--- config.mk ---
export PLATFORM = sky130hd
export DESIGN_NAME = button_click_classifier
export DESIGN_NICKNAME = d
export VERILOG_FILES = /design/src/rtl/core/bcc_pkg.sv /design/src/rtl/core/bcc_cfg.sv /design/src/rtl/core/bcc_lane.sv /design/src/rtl/core/bcc_merge.sv /design/src/rtl/core/button_click_classifier.sv
export SDC_FILE = /design/constraint.sdc
export NUM_CORES = 2
export LEC_CHECK = 0
export ABC_AREA = 0
export BUFFER_PORTS_ARGS = -buffer_cell sky130_fd_sc_hd__buf_2
export CAP_MARGIN = 0
export CORE_MARGIN = 2
export CORE_UTILIZATION = 60
export CTS_BUF_LIST = sky130_fd_sc_hd__clkbuf_4 sky130_fd_sc_hd__clkbuf_8
export CTS_CLUSTER_DIAMETER = 50
export DETAILED_ROUTE_END_ITERATION = 10
export PLACE_DENSITY = 0.8
export SLEW_MARGIN = 20
export SYNTH_ARGS = -nofsm -noshare
export SYNTH_HDL_FRONTEND = slang
export SYNTH_SLANG_ARGS = --single-unit
--- constraint.sdc ---
create_clock -name clk -period 7.45 [get_ports clk]
set_clock_uncertainty 0.05 [all_clocks]
set_input_delay 0.745 -clock clk [delete_from_list [all_inputs] [get_ports clk]]
set_output_delay 0.745 -clock clk [all_outputs]
set_load 0.05 [all_outputs]
--- src/rtl/core/bcc_pkg.sv ---
package bcc_pkg;

  localparam int NUM_BUTTONS_DEF = 16;
  localparam int TIME_BITS_DEF   = 32;
  localparam int FLAG_W          = 16;
  localparam int STAMP_W         = 32;
  localparam int CFG_W           = 32;
  localparam int CFG_AW          = 3;

  typedef enum logic {
    REG_MIN_GAP = 1'b0,
    REG_MAX_GAP = 1'b1
  } reg_idx_t;

  typedef struct packed {
    logic [CFG_W-1:0] min_gap;
    logic [CFG_W-1:0] max_gap;
  } gap_cfg_t;

  typedef struct packed {
    logic click;
    logic long_click;
    logic dbl;
  } lane_flags_t;

endpackage

--- src/rtl/core/bcc_cfg.sv ---
module bcc_cfg (
  input  logic                      clk,
  input  logic                      rst_n,
  input  logic                      cfg_psel,
  input  logic                      cfg_penable,
  input  logic                      cfg_pwrite,
  input  logic [bcc_pkg::CFG_AW-1:0] cfg_paddr,
  input  logic [bcc_pkg::CFG_W-1:0]  cfg_pwdata,
  output logic [bcc_pkg::CFG_W-1:0]  cfg_prdata,
  output logic                      cfg_pready,
  output bcc_pkg::gap_cfg_t         gap_cfg
);
  import bcc_pkg::*;

  logic [CFG_W-1:0] min_gap_r, min_gap_nxt;
  logic [CFG_W-1:0] max_gap_r, max_gap_nxt;
  logic             wr_en;
  reg_idx_t         idx;

  assign cfg_pready = 1'b1;
  assign wr_en      = cfg_psel & cfg_penable & cfg_pwrite & cfg_pready;
  // word address; low byte-offset bits are ignored
  assign idx        = reg_idx_t'(cfg_paddr[2]);

  always_comb begin
    min_gap_nxt = min_gap_r;
    max_gap_nxt = max_gap_r;
    if (wr_en) begin
      case (idx)
        REG_MIN_GAP: min_gap_nxt = cfg_pwdata;
        REG_MAX_GAP: max_gap_nxt = cfg_pwdata;
        default: ;
      endcase
    end
  end

  always_comb begin
    case (idx)
      REG_MIN_GAP: cfg_prdata = min_gap_r;
      REG_MAX_GAP: cfg_prdata = max_gap_r;
      default:     cfg_prdata = '0;
    endcase
  end

  always_ff @(posedge clk) begin
    if (!rst_n) begin
      min_gap_r <= '0;
      max_gap_r <= '0;
    end else begin
      min_gap_r <= min_gap_nxt;
      max_gap_r <= max_gap_nxt;
    end
  end

  assign gap_cfg.min_gap = min_gap_r;
  assign gap_cfg.max_gap = max_gap_r;

endmodule

--- src/rtl/core/bcc_lane.sv ---
module bcc_lane #(
  parameter int TimeBits = bcc_pkg::TIME_BITS_DEF
) (
  input  logic                clk,
  input  logic                rst_n,
  input  logic                en,
  input  logic                level,
  input  logic [TimeBits-1:0] now,
  input  bcc_pkg::gap_cfg_t   gap_cfg,
  output bcc_pkg::lane_flags_t flags
);
  import bcc_pkg::*;

  localparam int CmpW = (TimeBits > CFG_W) ? TimeBits : CFG_W;

  logic                prev_r, prev_nxt;
  logic                pend_r, pend_nxt;
  logic                long_r, long_nxt;
  logic                dbl_r, dbl_nxt;
  logic [TimeBits-1:0] stamp_r, stamp_nxt;

  logic [TimeBits-1:0] gap;
  logic [CmpW-1:0]     gap_ext, min_ext, max_ext;
  logic                rise, qual, restart, click;

  assign gap     = now - stamp_r;
  assign gap_ext = CmpW'(gap);
  assign min_ext = CmpW'(gap_cfg.min_gap);
  assign max_ext = CmpW'(gap_cfg.max_gap);
  assign rise    = level & ~prev_r;
  assign qual    = pend_r && (min_ext < gap_ext) && (gap_ext < max_ext);
  // a restarted press has zero age, so it cannot fire a click this sample
  assign restart = rise & ~qual;

  always_comb begin
    pend_nxt  = pend_r;
    long_nxt  = long_r;
    dbl_nxt   = dbl_r;
    stamp_nxt = stamp_r;
    click     = 1'b0;
    if (level) begin
      if (rise) begin
        if (qual) begin
          dbl_nxt  = 1'b1;
          pend_nxt = 1'b0;
        end else begin
          dbl_nxt   = 1'b0;
          stamp_nxt = now;
          pend_nxt  = 1'b1;
        end
      end
    end else begin
      if (prev_r) long_nxt = 1'b0;
      dbl_nxt = 1'b0;
    end
    if (pend_nxt && !restart && (gap_ext > max_ext)) begin
      click    = 1'b1;
      long_nxt = level;
      pend_nxt = 1'b0;
    end
    prev_nxt = level;
  end

  assign flags.click      = click;
  assign flags.long_click = long_nxt;
  assign flags.dbl        = dbl_nxt;

  always_ff @(posedge clk) begin
    if (!rst_n) begin
      prev_r <= 1'b0;
      pend_r <= 1'b0;
      long_r <= 1'b0;
      dbl_r  <= 1'b0;
    end else if (en) begin
      prev_r <= prev_nxt;
      pend_r <= pend_nxt;
      long_r <= long_nxt;
      dbl_r  <= dbl_nxt;
    end
  end

  always_ff @(posedge clk) begin
    if (en) stamp_r <= stamp_nxt;
  end

`ifndef SYNTHESIS
  a_click_excl_dbl: assert property (@(posedge clk) disable iff (!rst_n)
    en |-> !(flags.click && flags.dbl))
    else $error("click and double click in the same sample");
  a_long_held: assert property (@(posedge clk) disable iff (!rst_n)
    long_r |-> prev_r)
    else $error("long click active on a released button");
  a_dbl_state: assert property (@(posedge clk) disable iff (!rst_n)
    dbl_r |-> (prev_r && !pend_r))
    else $error("double click with released button or pending press");
`endif

endmodule

--- src/rtl/core/bcc_merge.sv ---
module bcc_merge #(
  parameter int NumButtons = bcc_pkg::NUM_BUTTONS_DEF
) (
  input  logic                        clk,
  input  logic                        rst_n,
  input  logic                        load,
  input  bcc_pkg::lane_flags_t        lane_flags [NumButtons],
  output logic                        busy,
  input  logic                        out_tready,
  output logic                        out_tvalid,
  output logic [3*bcc_pkg::FLAG_W-1:0] out_tdata
);
  import bcc_pkg::*;

  logic                 valid_r, valid_nxt;
  logic [FLAG_W-1:0]    click_v, long_v, dbl_v;
  logic [3*FLAG_W-1:0]  data_r;

  for (genvar i = 0; i < FLAG_W; i++) begin : g_pack
    if (i < NumButtons) begin : g_lane
      assign click_v[i] = lane_flags[i].click;
      assign long_v[i]  = lane_flags[i].long_click;
      assign dbl_v[i]   = lane_flags[i].dbl;
    end else begin : g_none
      assign click_v[i] = 1'b0;
      assign long_v[i]  = 1'b0;
      assign dbl_v[i]   = 1'b0;
    end
  end

  // stays free to load while the held transaction is being taken
  assign busy = valid_r & ~out_tready;

  always_comb begin
    valid_nxt = valid_r;
    if (out_tready) valid_nxt = 1'b0;
    if (load)       valid_nxt = 1'b1;
  end

  always_ff @(posedge clk) begin
    if (!rst_n) valid_r <= 1'b0;
    else        valid_r <= valid_nxt;
  end

  always_ff @(posedge clk) begin
    if (load) data_r <= {dbl_v, long_v, click_v};
  end

  assign out_tvalid = valid_r;
  assign out_tdata  = data_r;

endmodule

--- src/rtl/core/button_click_classifier.sv ---
// Latency: an accepted sample's result shows on out_* from the next cycle.
// Throughput: one sample per cycle while in_tready is high; every button has its
// own lane with one subtract and three compares, and the merge register holds the
// packed flags. in_tready drops only while a result waits and out_tready is low.
// Reset (rst_n low, synchronous): all button state but the press time stamps, both
// gap registers and the output valid are cleared.
module button_click_classifier #(
  parameter int NumButtons = bcc_pkg::NUM_BUTTONS_DEF,
  parameter int TimeBits   = bcc_pkg::TIME_BITS_DEF
) (
  input  logic                         clk,
  input  logic                         rst_n,
  input  logic                         in_tvalid,
  output logic                         in_tready,
  // [15:0] button_bits, [47:16] now_time
  input  logic [bcc_pkg::FLAG_W+bcc_pkg::STAMP_W-1:0] in_tdata,
  output logic                         out_tvalid,
  input  logic                         out_tready,
  // [15:0] click_flags, [31:16] long_click_flags, [47:32] double_click_flags
  output logic [3*bcc_pkg::FLAG_W-1:0] out_tdata,
  input  logic                         cfg_psel,
  input  logic                         cfg_penable,
  input  logic                         cfg_pwrite,
  input  logic [bcc_pkg::CFG_AW-1:0]   cfg_paddr,
  input  logic [bcc_pkg::CFG_W-1:0]    cfg_pwdata,
  output logic [bcc_pkg::CFG_W-1:0]    cfg_prdata,
  output logic                         cfg_pready
);
  import bcc_pkg::*;

  localparam int WideW = (TimeBits > STAMP_W) ? TimeBits : STAMP_W;

  gap_cfg_t          gap_cfg;
  lane_flags_t       lane_flags [NumButtons];
  logic              accept, busy;
  logic [FLAG_W-1:0] buttons;
  logic [WideW-1:0]  now_wide;
  logic [TimeBits-1:0] now;

  assign buttons  = in_tdata[FLAG_W-1:0];
  assign now_wide = WideW'(in_tdata[FLAG_W +: STAMP_W]);
  assign now      = now_wide[TimeBits-1:0];

  assign in_tready = ~busy;
  assign accept    = in_tvalid & in_tready;

  bcc_cfg u_cfg (
    .clk         (clk),
    .rst_n       (rst_n),
    .cfg_psel    (cfg_psel),
    .cfg_penable (cfg_penable),
    .cfg_pwrite  (cfg_pwrite),
    .cfg_paddr   (cfg_paddr),
    .cfg_pwdata  (cfg_pwdata),
    .cfg_prdata  (cfg_prdata),
    .cfg_pready  (cfg_pready),
    .gap_cfg     (gap_cfg)
  );

  for (genvar i = 0; i < NumButtons; i++) begin : g_lane
    logic level;
    // buttons past the sample width always read as released
    if (i < FLAG_W) begin : g_in
      assign level = buttons[i];
    end else begin : g_off
      assign level = 1'b0;
    end

    bcc_lane #(
      .TimeBits (TimeBits)
    ) u_lane (
      .clk     (clk),
      .rst_n   (rst_n),
      .en      (accept),
      .level   (level),
      .now     (now),
      .gap_cfg (gap_cfg),
      .flags   (lane_flags[i])
    );
  end

  bcc_merge #(
    .NumButtons (NumButtons)
  ) u_merge (
    .clk        (clk),
    .rst_n      (rst_n),
    .load       (accept),
    .lane_flags (lane_flags),
    .busy       (busy),
    .out_tready (out_tready),
    .out_tvalid (out_tvalid),
    .out_tdata  (out_tdata)
  );

endmodule
==> reports/qor.txt <==
R2R Path Start: g_lane[13].u_lane.stamp_r[0]
Clock Latency Late Sink: 0.91 ns
Yosys top cell area share: 25.8%
Commonest cells after routing, fill and taps aside: ha_1, inv_1, a21oi_1
Clock sink total: 689
Post-Route Setup TNS: 0 ns
Max VDD drop: 264 uV
HP Start: cfg_pwdata[12]
Mapped Cells: 8183
Tightest Hold Check Type: in2reg
Most used cell, CP: a21o_1
IO Count: 173
FF-to-FF setup slack: 0.95 ns
Die ar.: 0.125 mm2
Initial Util: 60.3%
FFs w/ async S/R, synth: 0%
Status: complete, no violations
EDFF count, synth: 560
Chip Height: 353 um
Largest net degree at the start of global routing: 78
Sequential fraction of the synthesis area: 26.5%
Synth Area per Inst: 8.93 um2
GRT Overall Usage: 35.0%
Layout cells sized above 1: 8.68%
Main combinational cell family by area after synthesis: adder cells
Post-Route WL: 222000 um
CP endpoint kind: flip-flop
Period minus WS final: 6.50 ns
Slew HR: 13.6%
H-tree levels: 4
Post-Syn Area: 0.0731 mm2
Hold path cells: 3
Placer congestion estimate: 0.957
CTS buffer count: 143
Ratio of final minimum period to clock period: 87.2%
Post-Synth Adder-Cell Area: 26.2%
Syn Nets: 9793
Unrepaired setup endpoints after global routing: no
Reg-to-reg critical path endpoint: g_lane[13].u_lane.stamp_r[1]
Reg2Reg Depth: 25
CTS root buf: clkbuf_8
Routed Antenna Nets: 0
Worst setup margin: 0.950 ns
Core Area: 0.121 mm2
Post-synth top area cell: ha_1
Compound-Gate Fraction of Synth Area: 21.3%
CP arrival: 7.07 ns
CTS tree: yes
Pleak: 0.0397 uW
Max Cap Viol: 0
Clk buf depth: 3
Worst Tran Pin Value: 1.29 ns
Vias: 64495
Mux share of post-synthesis cell area: 0.772%
TritonRoute pass-1 iters: 6
Top cells by area, synth: ha_1, edfxtp_1, a21o_1
Dominant synthesized flop cell: edfxtp_1
Cell area after layout: 0.0808 mm2
DIE WIDTH: 353 um
Overflow left after global routing: 0
Final Max Tran Viols: 0
Final setup violation count: 0
Area Overhead vs Synth: 10.6%
WP data required: 8.02 ns
First-pass GRT wire length: 342000 um
NumNets Final: 10232
Power Dens Cells: 179 mW/mm2
Post-Synth XOR/XNOR Area: 6.28%
Number of global-route vias before repair: 64763
IO buf count: 169
Commonest non-fill, non-tap cell in the layout: ha_1
Final hold violation count: 0
Clock slew at reported path FFs: 0.06 ns
Iter 0 DRT Violations: 4835
Library cells used by synthesis: 96
Rows: 128
Worst-path maximum fanout: 32
FMAX: 154 MHz
Synthesis-stage register bit count: 689
Wire per inst: 21.4 um
Simple-gate share of the synthesized area: 12.7%
Drt drc: 0
Post-CTS sizing: 0
Crit path kind: reg2reg
Via density: 6.22
Placement Setup Slack: 0.428 ns
CP max-delay cell: a2111oi_1
CP Launch Type: flip-flop
Power, Total: 14500 uW
Dpl hpwl: 173000 um
Largest stage delay, worst path: 1.00 ns
Fin cells: 10367
Postcts setup bufs: 0
Antenna violations before repair: 9
Cell area after placement: 0.0774 mm2
Hold EP: u_cfg.min_gap_r[12]
Placed cells: 10077
Synth warnings: 0
-- power breakdown --
group	internal, uW	leakage [uW]	switching, uW	total, uW
registers	4380	0.00628	60.0	4440
logic	2280	0.0318	3290	5560
clock network	2580	0.00163	1920	4500
total	9230	0.0397	5270	14500
-- sequential cells by signal (all words and copies together) (netlist names) --
signal / flops
g_lane.u_lane.pend_r: 16
u_cfg.min_gap_r: 32
g_lane.u_lane.long_r: 16
g_lane.u_lane.prev_r: 16
u_cfg.max_gap_r: 32
u_merge.out_tvalid: 1
g_lane.u_lane.stamp_r: 512
g_lane.u_lane.dbl_r: 16
u_merge.out_tdata: 48
-- cell families after synthesis --
logic type                 after synthesis
buffers and inverters                 1190
AOI/OAI and AO/OA                     2364
other                                    1
adders and majority gates             1520
xor gates and xnor gates               524
and+or+nand+nor                       1844
DFF                                    689
muxes                                   51
-- metrics by stage --
| step | hold slack, ns | util, % |
|---|---|---|
| 6_report | 0.0620 | 66.7 |
| 5_1_grt | 0.0512 | 66.7 |
| 4_1_cts | 0.00183 | 66.6 |
| 3_5_place_dp | 0.397 | 63.9 |
| 3_3_place_gp | 0.392 | 63.9 |
| 2_1_floorplan | 0.388 | - |
-- worst max-delay path by stage --
stage | startpoint | end | slack [ns] | cells after the start
2_1_floorplan | in_tdata[16] | g_lane[2].u_lane.stamp_r[0] | 0.002 | 21
3_5_place_dp | in_tdata[16] | g_lane[13].u_lane.stamp_r[1] | 0.43 | 27
5_1_grt | in_tdata[16] | g_lane[10].u_lane.stamp_r[30] | 0.77 | 26
3_3_place_gp | in_tdata[16] | g_lane[10].u_lane.stamp_r[27] | 0.50 | 26
6_report | g_lane[13].u_lane.stamp_r[0] | g_lane[13].u_lane.stamp_r[1] | 0.95 | 25
4_1_cts | g_lane[13].u_lane.stamp_r[0] | g_lane[13].u_lane.stamp_r[12] | 1.13 | 25
-- synthesized netlist by cell type, types with 14 or more instances --
cell type and count:
ha_1 1504, inv_1 1081, a21oi_1 676, a21o_1 560, edfxtp_1 560, nand2_1 447
o21ai_0 375, nor2_1 372, xnor2_1 289, xor2_1 235, nand4_1 211, o21a_1 157
nor2b_1 148, nand3_1 142, nor3_1 131, dfxtp_1 129, nand2b_1 114, clkbuf_1 90
o21bai_1 80, and3_1 63, o211ai_1 57, a31oi_1 56, a211oi_1 55, mux2_2 43
or3_1 38, or2_2 32, and4_1 29, and2_1 28, nor4_1 26, o21ai_1 23
a21boi_0 21, o2111ai_1 21, nand3b_1 20, a41oi_1 19, o221ai_1 19, o22a_1 19
o31a_1 19, a221o_1 18, fa_1 16, a221oi_1 14, buf_1 14
-- layer usage --
metal | vias to the layer above | part of all wire (%) | global-route usage [%]
met2 | 2316 | 48 | 60.4
met1 | 30666 | 38 | 39.5
li1 | 30748 | - | -
met4 | 2 | 8.1 | 25.7
met3 | 763 | 6.3 | 4.74
met5 | - | 0.0032 | 0
-- critical path, delay by kind of cell, from the launching register on --
| family | cells | cell delay [ns] |
|---|---|---|
| flops | 1 | 0.37 |
| compound gates | 14 | 3.67 |
| simple gates | 4 | 0.73 |
| buf+inv | 3 | 0.43 |
| mux | 1 | 0.34 |
| fa+ha+maj | 3 | 0.61 |
-- area by class of cell --
class | instances | area [um2]
Clock buffer | 192 | 2420
Inverter | 1082 | 4070
Antenna cell | 6 | 15.0
Clock inverter | 67 | 697
Multi-Input combinational cell | 6304 | 49300
Fill cell | 9606 | 40400
Timing Repair Buffer | 402 | 2870
Tap cell | 1625 | 2030
Sequential cell | 689 | 19400
-- what timing repair did --
action	CTS	global route
hold buffers	23	0
setup endpoints to repair	0	0
hold endpoints to repair	40	0
Note: power is estimated with default switching activity, not from simulation.
